==> src/sv/cnlc_pkg.sv <==
`timescale 1ns / 1ps
// ----------------------------------------------------------------------------
// cnlc_pkg
// Shared types and constants for the card number Luhn classifier.
// ----------------------------------------------------------------------------
package cnlc_pkg;

    localparam int CARD_BITS  = 63;
    localparam int MAX_DIGITS = 19;
    localparam int DIGIT_W    = 4;
    localparam int COUNT_W    = 5;
    localparam int SUM_W      = 8;
    localparam int BCD_W      = DIGIT_W * MAX_DIGITS;
    localparam int STEP_BITS  = 4;

    typedef logic [1:0]         kind_t;
    typedef logic [DIGIT_W-1:0] digit_t;
    typedef logic [COUNT_W-1:0] count_t;
    typedef logic [SUM_W-1:0]   sum_t;

    localparam kind_t KIND_INVALID    = 2'd0;
    localparam kind_t KIND_AMEX       = 2'd1;
    localparam kind_t KIND_MASTERCARD = 2'd2;
    localparam kind_t KIND_VISA       = 2'd3;

    localparam count_t LEN_AMEX  = 5'd15;
    localparam count_t LEN_LONG  = 5'd16;
    localparam count_t LEN_SHORT = 5'd13;

    localparam digit_t DIGIT_TEN = 4'd10;

    // Weight of one digit: doubled in even positions, folded above nine.
    function automatic digit_t luhn_weight(input digit_t d, input logic even_pos);
        logic [DIGIT_W:0] dbl;
        dbl = {d, 1'b0};
        if (!even_pos) begin
            return d;
        end else if (dbl > 5'd9) begin
            return DIGIT_W'(dbl - 5'd9);
        end else begin
            return DIGIT_W'(dbl);
        end
    endfunction

endpackage

==> src/sv/card_number_luhn_classifier.sv <==
`timescale 1ns / 1ps
// ----------------------------------------------------------------------------
// card_number_luhn_classifier
// Luhn mod-10 check and card kind classification of one binary card number.
// ----------------------------------------------------------------------------
// Usage:
//   Input channel s_valid/s_ready carries one card number word. Only the low
//   NUMBER_BITS bits are used. Output channel m_valid/m_ready carries one
//   result word: card kind, Luhn pass flag, digit count and raw Luhn sum.
//   One word is processed at a time; s_ready is high only while idle.
//   After accept the word passes through conversion, the digit scan and the
//   classify step, which registers the result; a new word is taken once the
//   block is back in idle. Conversion uses a binary-to-decimal shifter (four
//   bits per cycle) followed by the digit scan (one decimal digit per cycle
//   through a single weight and add unit).
//   The result sits in an output register; the next word may be accepted and
//   converted while it waits. If the receiver still stalls when the next
//   result is ready, the block holds in its classify step until m_ready.
//   Synchronous active-low reset returns the block to idle with no result
//   pending.
// ----------------------------------------------------------------------------
module card_number_luhn_classifier
    import cnlc_pkg::*;
#(
    parameter int NUMBER_BITS = 63
) (
    input  logic                 aclk,
    input  logic                 aresetn,
    input  logic                 s_valid,
    output logic                 s_ready,
    input  logic [CARD_BITS-1:0] s_card_number,
    output logic                 m_valid,
    input  logic                 m_ready,
    output logic [1:0]           m_card_kind,
    output logic                 m_luhn_ok,
    output logic [COUNT_W-1:0]   m_digit_count,
    output logic [SUM_W-1:0]     m_luhn_sum
);

    localparam int CONV_STEPS = (NUMBER_BITS + STEP_BITS - 1) / STEP_BITS;
    localparam int PAD_BITS   = CONV_STEPS * STEP_BITS;

    localparam logic [1:0] ST_IDLE  = 2'd0;
    localparam logic [1:0] ST_CONV  = 2'd1;
    localparam logic [1:0] ST_SCAN  = 2'd2;
    localparam logic [1:0] ST_CLASS = 2'd3;

    localparam count_t LAST_CONV = COUNT_W'(CONV_STEPS - 1);
    localparam count_t LAST_SCAN = COUNT_W'(MAX_DIGITS - 1);

    logic [1:0]          state_reg, state_next;
    logic [PAD_BITS-1:0] bin_reg, bin_next;
    logic [BCD_W-1:0]    bcd_reg, bcd_next;
    count_t              pos_reg, pos_next;
    count_t              count_reg, count_next;
    sum_t                sum_reg, sum_next;
    digit_t              mod_reg, mod_next;
    digit_t              lead_reg, lead_next;
    digit_t              second_reg, second_next;
    digit_t              prev_reg, prev_next;

    logic                m_valid_reg, m_valid_next;
    kind_t               kind_reg, kind_next;
    logic                ok_reg, ok_next;
    count_t              dcnt_reg, dcnt_next;
    sum_t                osum_reg, osum_next;

    logic [BCD_W-1:0]    dabble;
    digit_t              cur_digit;
    digit_t              weight;
    count_t              pos_inc;
    logic [DIGIT_W:0]    mod_sum;
    logic                cls_ok;
    kind_t               cls_kind;
    logic                out_free;

    // Shift four binary bits into the decimal register, add-3 before each.
    always_comb begin
        logic [BCD_W-1:0] v;
        v = bcd_reg;
        for (int k = 0; k < STEP_BITS; k++) begin
            for (int i = 0; i < MAX_DIGITS; i++) begin
                if (v[i*DIGIT_W +: DIGIT_W] > 4'd4) begin
                    v[i*DIGIT_W +: DIGIT_W] = v[i*DIGIT_W +: DIGIT_W] + 4'd3;
                end
            end
            v = {v[BCD_W-2:0], bin_reg[PAD_BITS-1-k]};
        end
        dabble = v;
    end

    assign cur_digit = bcd_reg[DIGIT_W-1:0];
    assign pos_inc   = pos_reg + 1'b1;
    assign weight    = luhn_weight(cur_digit, ~pos_inc[0]);
    assign mod_sum   = {1'b0, mod_reg} + {1'b0, weight};

    always_comb begin
        cls_ok   = (count_reg != '0) && (mod_reg == '0);
        cls_kind = KIND_INVALID;
        if (cls_ok) begin
            priority if (count_reg == LEN_AMEX && lead_reg == 4'd3 &&
                         (second_reg == 4'd4 || second_reg == 4'd7)) begin
                cls_kind = KIND_AMEX;
            end else if (count_reg == LEN_LONG && lead_reg == 4'd5 &&
                         second_reg >= 4'd1 && second_reg <= 4'd5) begin
                cls_kind = KIND_MASTERCARD;
            end else if ((count_reg == LEN_LONG || count_reg == LEN_SHORT) &&
                         lead_reg == 4'd4) begin
                cls_kind = KIND_VISA;
            end else begin
                cls_kind = KIND_INVALID;
            end
        end
    end

    assign out_free = !m_valid_reg || m_ready;

    always_comb begin
        state_next   = state_reg;
        bin_next     = bin_reg;
        bcd_next     = bcd_reg;
        pos_next     = pos_reg;
        count_next   = count_reg;
        sum_next     = sum_reg;
        mod_next     = mod_reg;
        lead_next    = lead_reg;
        second_next  = second_reg;
        prev_next    = prev_reg;
        m_valid_next = m_valid_reg && !m_ready;
        kind_next    = kind_reg;
        ok_next      = ok_reg;
        dcnt_next    = dcnt_reg;
        osum_next    = osum_reg;

        unique case (state_reg)
            ST_IDLE: begin
                if (s_valid) begin
                    bin_next    = PAD_BITS'(s_card_number[NUMBER_BITS-1:0]);
                    bcd_next    = '0;
                    pos_next    = '0;
                    count_next  = '0;
                    sum_next    = '0;
                    mod_next    = '0;
                    lead_next   = '0;
                    second_next = '0;
                    prev_next   = '0;
                    state_next  = ST_CONV;
                end
            end
            ST_CONV: begin
                bcd_next = dabble;
                bin_next = bin_reg << STEP_BITS;
                pos_next = pos_inc;
                if (pos_reg == LAST_CONV) begin
                    pos_next   = '0;
                    state_next = ST_SCAN;
                end
            end
            ST_SCAN: begin
                bcd_next = bcd_reg >> DIGIT_W;
                sum_next = sum_reg + SUM_W'(weight);
                mod_next = (mod_sum >= {1'b0, DIGIT_TEN}) ?
                           DIGIT_W'(mod_sum - {1'b0, DIGIT_TEN}) : DIGIT_W'(mod_sum);
                if (cur_digit != '0) begin
                    count_next  = pos_inc;
                    lead_next   = cur_digit;
                    second_next = prev_reg;
                end
                prev_next = cur_digit;
                pos_next  = pos_inc;
                if (pos_reg == LAST_SCAN) begin
                    state_next = ST_CLASS;
                end
            end
            ST_CLASS: begin
                if (out_free) begin
                    m_valid_next = 1'b1;
                    kind_next    = cls_kind;
                    ok_next      = cls_ok;
                    dcnt_next    = count_reg;
                    osum_next    = sum_reg;
                    state_next   = ST_IDLE;
                end
            end
            default: begin
                state_next = ST_IDLE;
            end
        endcase
    end

    always_ff @(posedge aclk) begin
        if (!aresetn) begin
            state_reg   <= ST_IDLE;
            pos_reg     <= '0;
            m_valid_reg <= 1'b0;
        end else begin
            state_reg   <= state_next;
            pos_reg     <= pos_next;
            m_valid_reg <= m_valid_next;
        end
    end

    always_ff @(posedge aclk) begin
        bin_reg    <= bin_next;
        bcd_reg    <= bcd_next;
        count_reg  <= count_next;
        sum_reg    <= sum_next;
        mod_reg    <= mod_next;
        lead_reg   <= lead_next;
        second_reg <= second_next;
        prev_reg   <= prev_next;
        kind_reg   <= kind_next;
        ok_reg     <= ok_next;
        dcnt_reg   <= dcnt_next;
        osum_reg   <= osum_next;
    end

    assign s_ready       = (state_reg == ST_IDLE);
    assign m_valid       = m_valid_reg;
    assign m_card_kind   = kind_reg;
    assign m_luhn_ok     = ok_reg;
    assign m_digit_count = dcnt_reg;
    assign m_luhn_sum    = osum_reg;

    a_accept_starts: assert property (@(posedge aclk) disable iff (!aresetn)
        (s_valid && s_ready) |=> (state_reg == ST_CONV))
        else $error("accepted word did not start conversion");

    a_kind_needs_ok: assert property (@(posedge aclk) disable iff (!aresetn)
        (m_valid && m_card_kind != KIND_INVALID) |-> m_luhn_ok)
        else $error("card kind reported without Luhn pass");

    a_ok_needs_digits: assert property (@(posedge aclk) disable iff (!aresetn)
        (m_valid && m_luhn_ok) |-> (m_digit_count != '0))
        else $error("Luhn pass reported for zero digits");

    a_count_range: assert property (@(posedge aclk) disable iff (!aresetn)
        m_valid |-> (m_digit_count <= COUNT_W'(MAX_DIGITS)))
        else $error("digit count out of range");

    a_scan_ends: assert property (@(posedge aclk) disable iff (!aresetn)
        (state_reg == ST_SCAN && pos_reg == LAST_SCAN) |=> (state_reg == ST_CLASS))
        else $error("digit scan did not end after last digit");

endmodule
==> config.mk <==
export PLATFORM = sky130hd
export DESIGN_NAME = card_number_luhn_classifier
export DESIGN_NICKNAME = d
export VERILOG_FILES = /design/src/sv/cnlc_pkg.sv /design/src/sv/card_number_luhn_classifier.sv
export SDC_FILE = /design/constraint.sdc
export NUM_CORES = 1
export LEC_CHECK = 0
export CAP_MARGIN = 40
export CORE_ASPECT_RATIO = 2
export CORE_MARGIN = 10
export CORE_UTILIZATION = 60
export CTS_CLUSTER_DIAMETER = 80
export CTS_CLUSTER_SIZE = 24
export DETAILED_ROUTE_END_ITERATION = 8
export DONT_BUFFER_PORTS = 1
export HOLD_SLACK_MARGIN = 0.05
export PLACE_DENSITY = 0.84
export SLEW_MARGIN = 20
export SYNTH_ARGS = -nofsm -noshare
export SYNTH_HDL_FRONTEND = slang
export SYNTH_SLANG_ARGS = --single-unit
==> constraint.sdc <==
create_clock -name aclk -period 6.42 [get_ports aclk]
set_input_delay 0.642 -clock aclk [delete_from_list [all_inputs] [get_ports aclk]]
set_output_delay 0.642 -clock aclk [all_outputs]
set_load 0.03 [all_outputs]
Word level (Yosys, flattened, before mapping). Cells that the tools add are included.

Register bits after elaboration: 193. Bits of input ports: 67. Output and inout port bits: 18.

Add/sub/neg operators: 81. Magnitude comparators: 80. Equal/unequal tests: 18. Mux-type cells: 107. Bitwise logic cells: 1. Reduce and logical (&&, ||, !) cells: 27.

Operators with widths (number): 4-bit two-way mux (78); 4-bit by 3-bit greater-than comparator with 1-bit output (second input constant) (76); 4-bit by 2-bit adder with 4-bit output (second input constant) (72); 76-bit case mux with 3 select lines (1); 64-bit case mux with 2 select lines (1); 76-bit two-way mux (1); 64-bit two-way mux (1); 4-bit case mux with 2 select lines (4); 4-bit by 3-bit equality test with 1-bit output (second input constant) (4); 8-bit case mux with 2 select lines (1); 5-bit by 4-bit equality test with 1-bit output (second input constant) (3); 5-bit two-way mux (3); 5-bit case mux with 3 select lines (1); 3-bit by 2-bit adder with 3-bit output (second input constant) (4); 2-bit two-way mux (6); 3-bit two-way mux (4); 5-bit equality test (second input constant) (2); 2-bit inequality test (second input constant) (5); 5-bit case mux with 2 select lines (1); 8-bit by 4-bit adder with 8-bit output (1); 1-bit logical AND (8); 8-bit two-way mux (1); 2-bit case mux with 4 select lines (1); 2-bit AND reduction (4); 23 further kinds (31).

Depth between registers and ports, before layout.
Depth after elaboration: 9. Depth in mapped cells: 20. Mapped depth without buffers: 20.

Worst setup path before layout. OpenSTA, ideal clock, no wires.

Kind: flip-flop to flip-flop. Start: register state_reg[0]. End: register bin_reg[0] (enable). Library setup time: 0.575 ns. Arrival time: 5.364 ns. Path slack: 0.481 ns. Stages on the path, launching flop included: 4. Path buffers: 0. Cells stage by stage: dfxtp_1 > inv_1 > ha_1 > o21ai_0.

Cells in the longest elaborated chain, start to end: 3. Elaborated cells between the ends (all ways): 5. Those cells by class: eq/ne (2); reduce/logical (3).

Ends and longest elaborated chain: start, declared (RTL line card_number_luhn_classifier.sv:51) `logic [1:0] state_reg, state_next;`; start signal, assigned (RTL line card_number_luhn_classifier.sv:197) `state_reg <= state_next;`; 2-bit logical NOT (*); via s_ready (RTL line card_number_luhn_classifier.sv:30) `output logic s_ready,`; 2-bit inequality test (no source line) / 2-bit nonzero test (equally long branches); 2-bit AND reduction (no source line) (*); end signal, assigned (RTL line card_number_luhn_classifier.sv:204) `bin_reg <= bin_next;`; end, declared (RTL line card_number_luhn_classifier.sv:52) `logic [PAD_BITS-1:0] bin_reg, bin_next;`.

The timed path passes the listed nets; every way through them passes the cells marked *. A chain may end at the register's enable or synchronous reset.

Worst setup path in the final report.
Start: register bcd_reg[0]. End: register bcd_reg[6] (data pin).

Cells in the longest elaborated chain, start to end: 9. Elaborated cells between the ends (all ways): 19. Those cells by class: add/sub (6); order compare (6); mux (7).

Ends and longest elaborated chain: start, declared (RTL line card_number_luhn_classifier.sv:53) `logic [BCD_W-1:0] bcd_reg, bcd_next;`; start signal, assigned (RTL line card_number_luhn_classifier.sv:205) `bcd_reg <= bcd_next;`; 4-bit by 2-bit adder with 4-bit output / 4-bit by 3-bit greater-than comparator with 1-bit output (equally long branches) (RTL line card_number_luhn_classifier.sv:84, card_number_luhn_classifier.sv:83); 4-bit two-way mux (*) (RTL line card_number_luhn_classifier.sv:83) `if (v[i*DIGIT_W +: DIGIT_W] > 4'd4) begin`; 4-bit by 2-bit adder with 4-bit output / 4-bit by 3-bit greater-than comparator with 1-bit output (equally long branches) (RTL line card_number_luhn_classifier.sv:84, card_number_luhn_classifier.sv:83); 4-bit two-way mux (RTL line card_number_luhn_classifier.sv:83); 4-bit by 2-bit adder with 4-bit output / 4-bit by 3-bit greater-than comparator with 1-bit output (equally long branches) (RTL line card_number_luhn_classifier.sv:84, card_number_luhn_classifier.sv:83); 4-bit two-way mux (RTL line card_number_luhn_classifier.sv:83); 4-bit by 2-bit adder with 4-bit output / 4-bit by 3-bit greater-than comparator with 1-bit output (equally long branches) (RTL line card_number_luhn_classifier.sv:84, card_number_luhn_classifier.sv:83); 4-bit two-way mux (*) (RTL line card_number_luhn_classifier.sv:83); 76-bit case mux with 3 select lines (*) (RTL line card_number_luhn_classifier.sv:135) `unique case (state_reg)`; via bcd_next[6] (RTL line card_number_luhn_classifier.sv:53).

Marks and branches as above.

==> metrics.csv <==
metric;value;unit
tightest_slew;0.911;ns
final_layout_size_suffix_gt1_frac;0.0940;
timing.fmax;201;MHz
die_h;265;um
fin_worst_skew;0.00926;ns
cts_resized;0;
reg2reg_slack;1.44;ns
finalHoldViolCount;0;
ys_top_cells_by_count;nand2_1, edfxtp_1, nor2_1, a21oi_1, o21ai_0;
routedWlPerCell;20.6;um
gp_congestion;1.04;
core_area;29500;um2
syn2layout_area_growth;3.94;%
final_cell_area;18700;um2
drc;0;
synth_seq_cells;193;
cts_hold_buffers;0;
cts_tree;done;
grt_overflow;0;
start_kind;flop;
synthMuxAreaShare;0.0825;
syn_nets;2291;
io_buffers;0;
fp.dieArea;37700;um2
period_needed;4.98;ns
maxSlewHeadroom;0.381;
critPathKind;flop to flop;
num_vias;17000;
synth.most_common_cell;nand2_1;
cts_made_buffers;17;
antenna_left;0;
cp.required;6.65;ns
worstSkewPairLatency;0.47;ns
max_cap_violations;0;
async_flop_share;0;
grt_pass1_wl;80.8;mm
grt_max_degree;69;
final_util;0.633;
track_usage;0.258;
routed_wl;50.5;mm
first_global_vias;16200;
ys_types;101;
synth_edf_count;185;
setup_viol;0;
ioPinCount;85;
path_clk_slew;0.07;ns
drtIter0Drc;1794;
min_path_type;primary input to flop;
synth_top_family_by_area;compound AO/OA/AOI/OAI gates;
rows;89;
viasPerCell;6.95;
die_x;142;um
setup_tns;0;ns
netlist_area;18000;um2
synth_fa_ha_area_frac;0.0582;
synth_compound_area_frac;0.268;
nets;2219;
htree_levels;4;
dpl.cell_count;2414;
drt_pass1_iterations;8;
netlist.area_leader.share;0.309;
syn_avg_cell_area;8.39;um2
cp-end-kind;flop;
status;complete, no violations;
synthXorXnorAreaFrac;0.0333;
postCtsSetupRepairBufs;0;
synth_top_area_cell;edfxtp_1;
clockBufferDepth;2;
dp_hpwl;37.4;mm
fin_cells;2450;
critPathArrivalTime;5.21;ns
synthTopCellsByArea;edfxtp_1, ha_1, nand2_1;
period_share;0.776;
largest_reg_flops;76;
ys_warn_count;0;
rsz0062_at_grt;no;
cp_max_fo;6;
cts.sinks;193;
dpl-instance-area;18100;um2
initial_utilization;0.609;
synth-simple-area-share;0.191;
synth-seq-area-share;0.318;
slew_violations;0;
root_buffer;clkbuf_16;
postSynthCellCount;2144;
antenna_found_initial;0;
yosys_most_used_dff;edfxtp_1;
per-layer routing:
layer / track usage / part of all wire
met1: 0.251 / 0.34
met2: 0.488 / 0.54
met3: 0.0448 / 0.062
met4: 0.151 / 0.060
met5: 0 / 0
critical path, cell delays in order, from the launching register on:
cell	delay, ns
edfxtp_1	0.48
inv_1	0.16
ha_1	0.20
nor2b_1	0.06
o21ai_0	0.21
nand2_1	0.12
ha_1	0.24
nor2_1	0.10
a22oi_1	0.08
o211ai_1	0.54
nand3_1	0.35
ha_1	0.35
maj3_1	0.39
o221ai_1	0.28
xor2_1	0.32
ha_1	0.26
inv_1	0.05
a21boi_1	0.22
mux2i_1	0.11
a22o_1	0.20
placed cells by master (no fill, tap or decap), types with 25 or more instances in the layout:
master / count
mux2_2: 84
ha_1: 77
edfxtp_1: 185
a21oi_1: 162
nor2_1: 180
o21ai_1: 39
o21a_1: 26
o31ai_1: 26
o21ai_0: 144
and2_1: 29
mux2i_1: 41
nand2_1: 253
nand3_1: 48
nor2b_1: 39
nor3_1: 68
buf_4: 25
o22ai_1: 28
xnor2_1: 46
inv_1: 91
path summary, 6_finish.rpt:
path,start,endpoint,cells after the start
worst min register to register,sum_reg[3],m_luhn_sum[3],0
worst max-delay path,bcd_reg[0],bcd_reg[6],19
worst min-delay path,aresetn,pos_reg[1],1
worst max register to register,bcd_reg[0],bcd_reg[6],19
stage by stage:
step | worst slack, ns | hold slack (ns)
floorplan | 0.481 | 0.433
global placement | 1.92 | 0.446
detailed placement | 1.73 | 0.446
CTS | 1.55 | 0.292
global route | 1.03 | 0.300
finish | 1.44 | 0.300
area by class of cell:
cell class              instances  area [um2]
multi-input cells            1737       11400
fillers                      2454       10800
clock buffers                  22         444
clock inverters                10         108
inverters                      95         358
diodes                          1        2.50
well taps                     364         455
repair buffers                 28         208
flip-flops and latches        193        5720
kinds of logic (layout without fill, tap and decap cells):
logic type               Yosys count  count (layout)
AO/OA/AOI/OAI                    720             720
AND/OR/NAND/NOR                  735             735
flip-flops                       193             193
multiplexers                     134             134
XOR/XNOR                          65              65
buffers and inverters            214             155
other                              0               1
adder cells (fa/ha/maj)           83              83
Power is not shown: default switching activity piles up to over one toggle a cycle in this logic, so the estimate is an artifact.
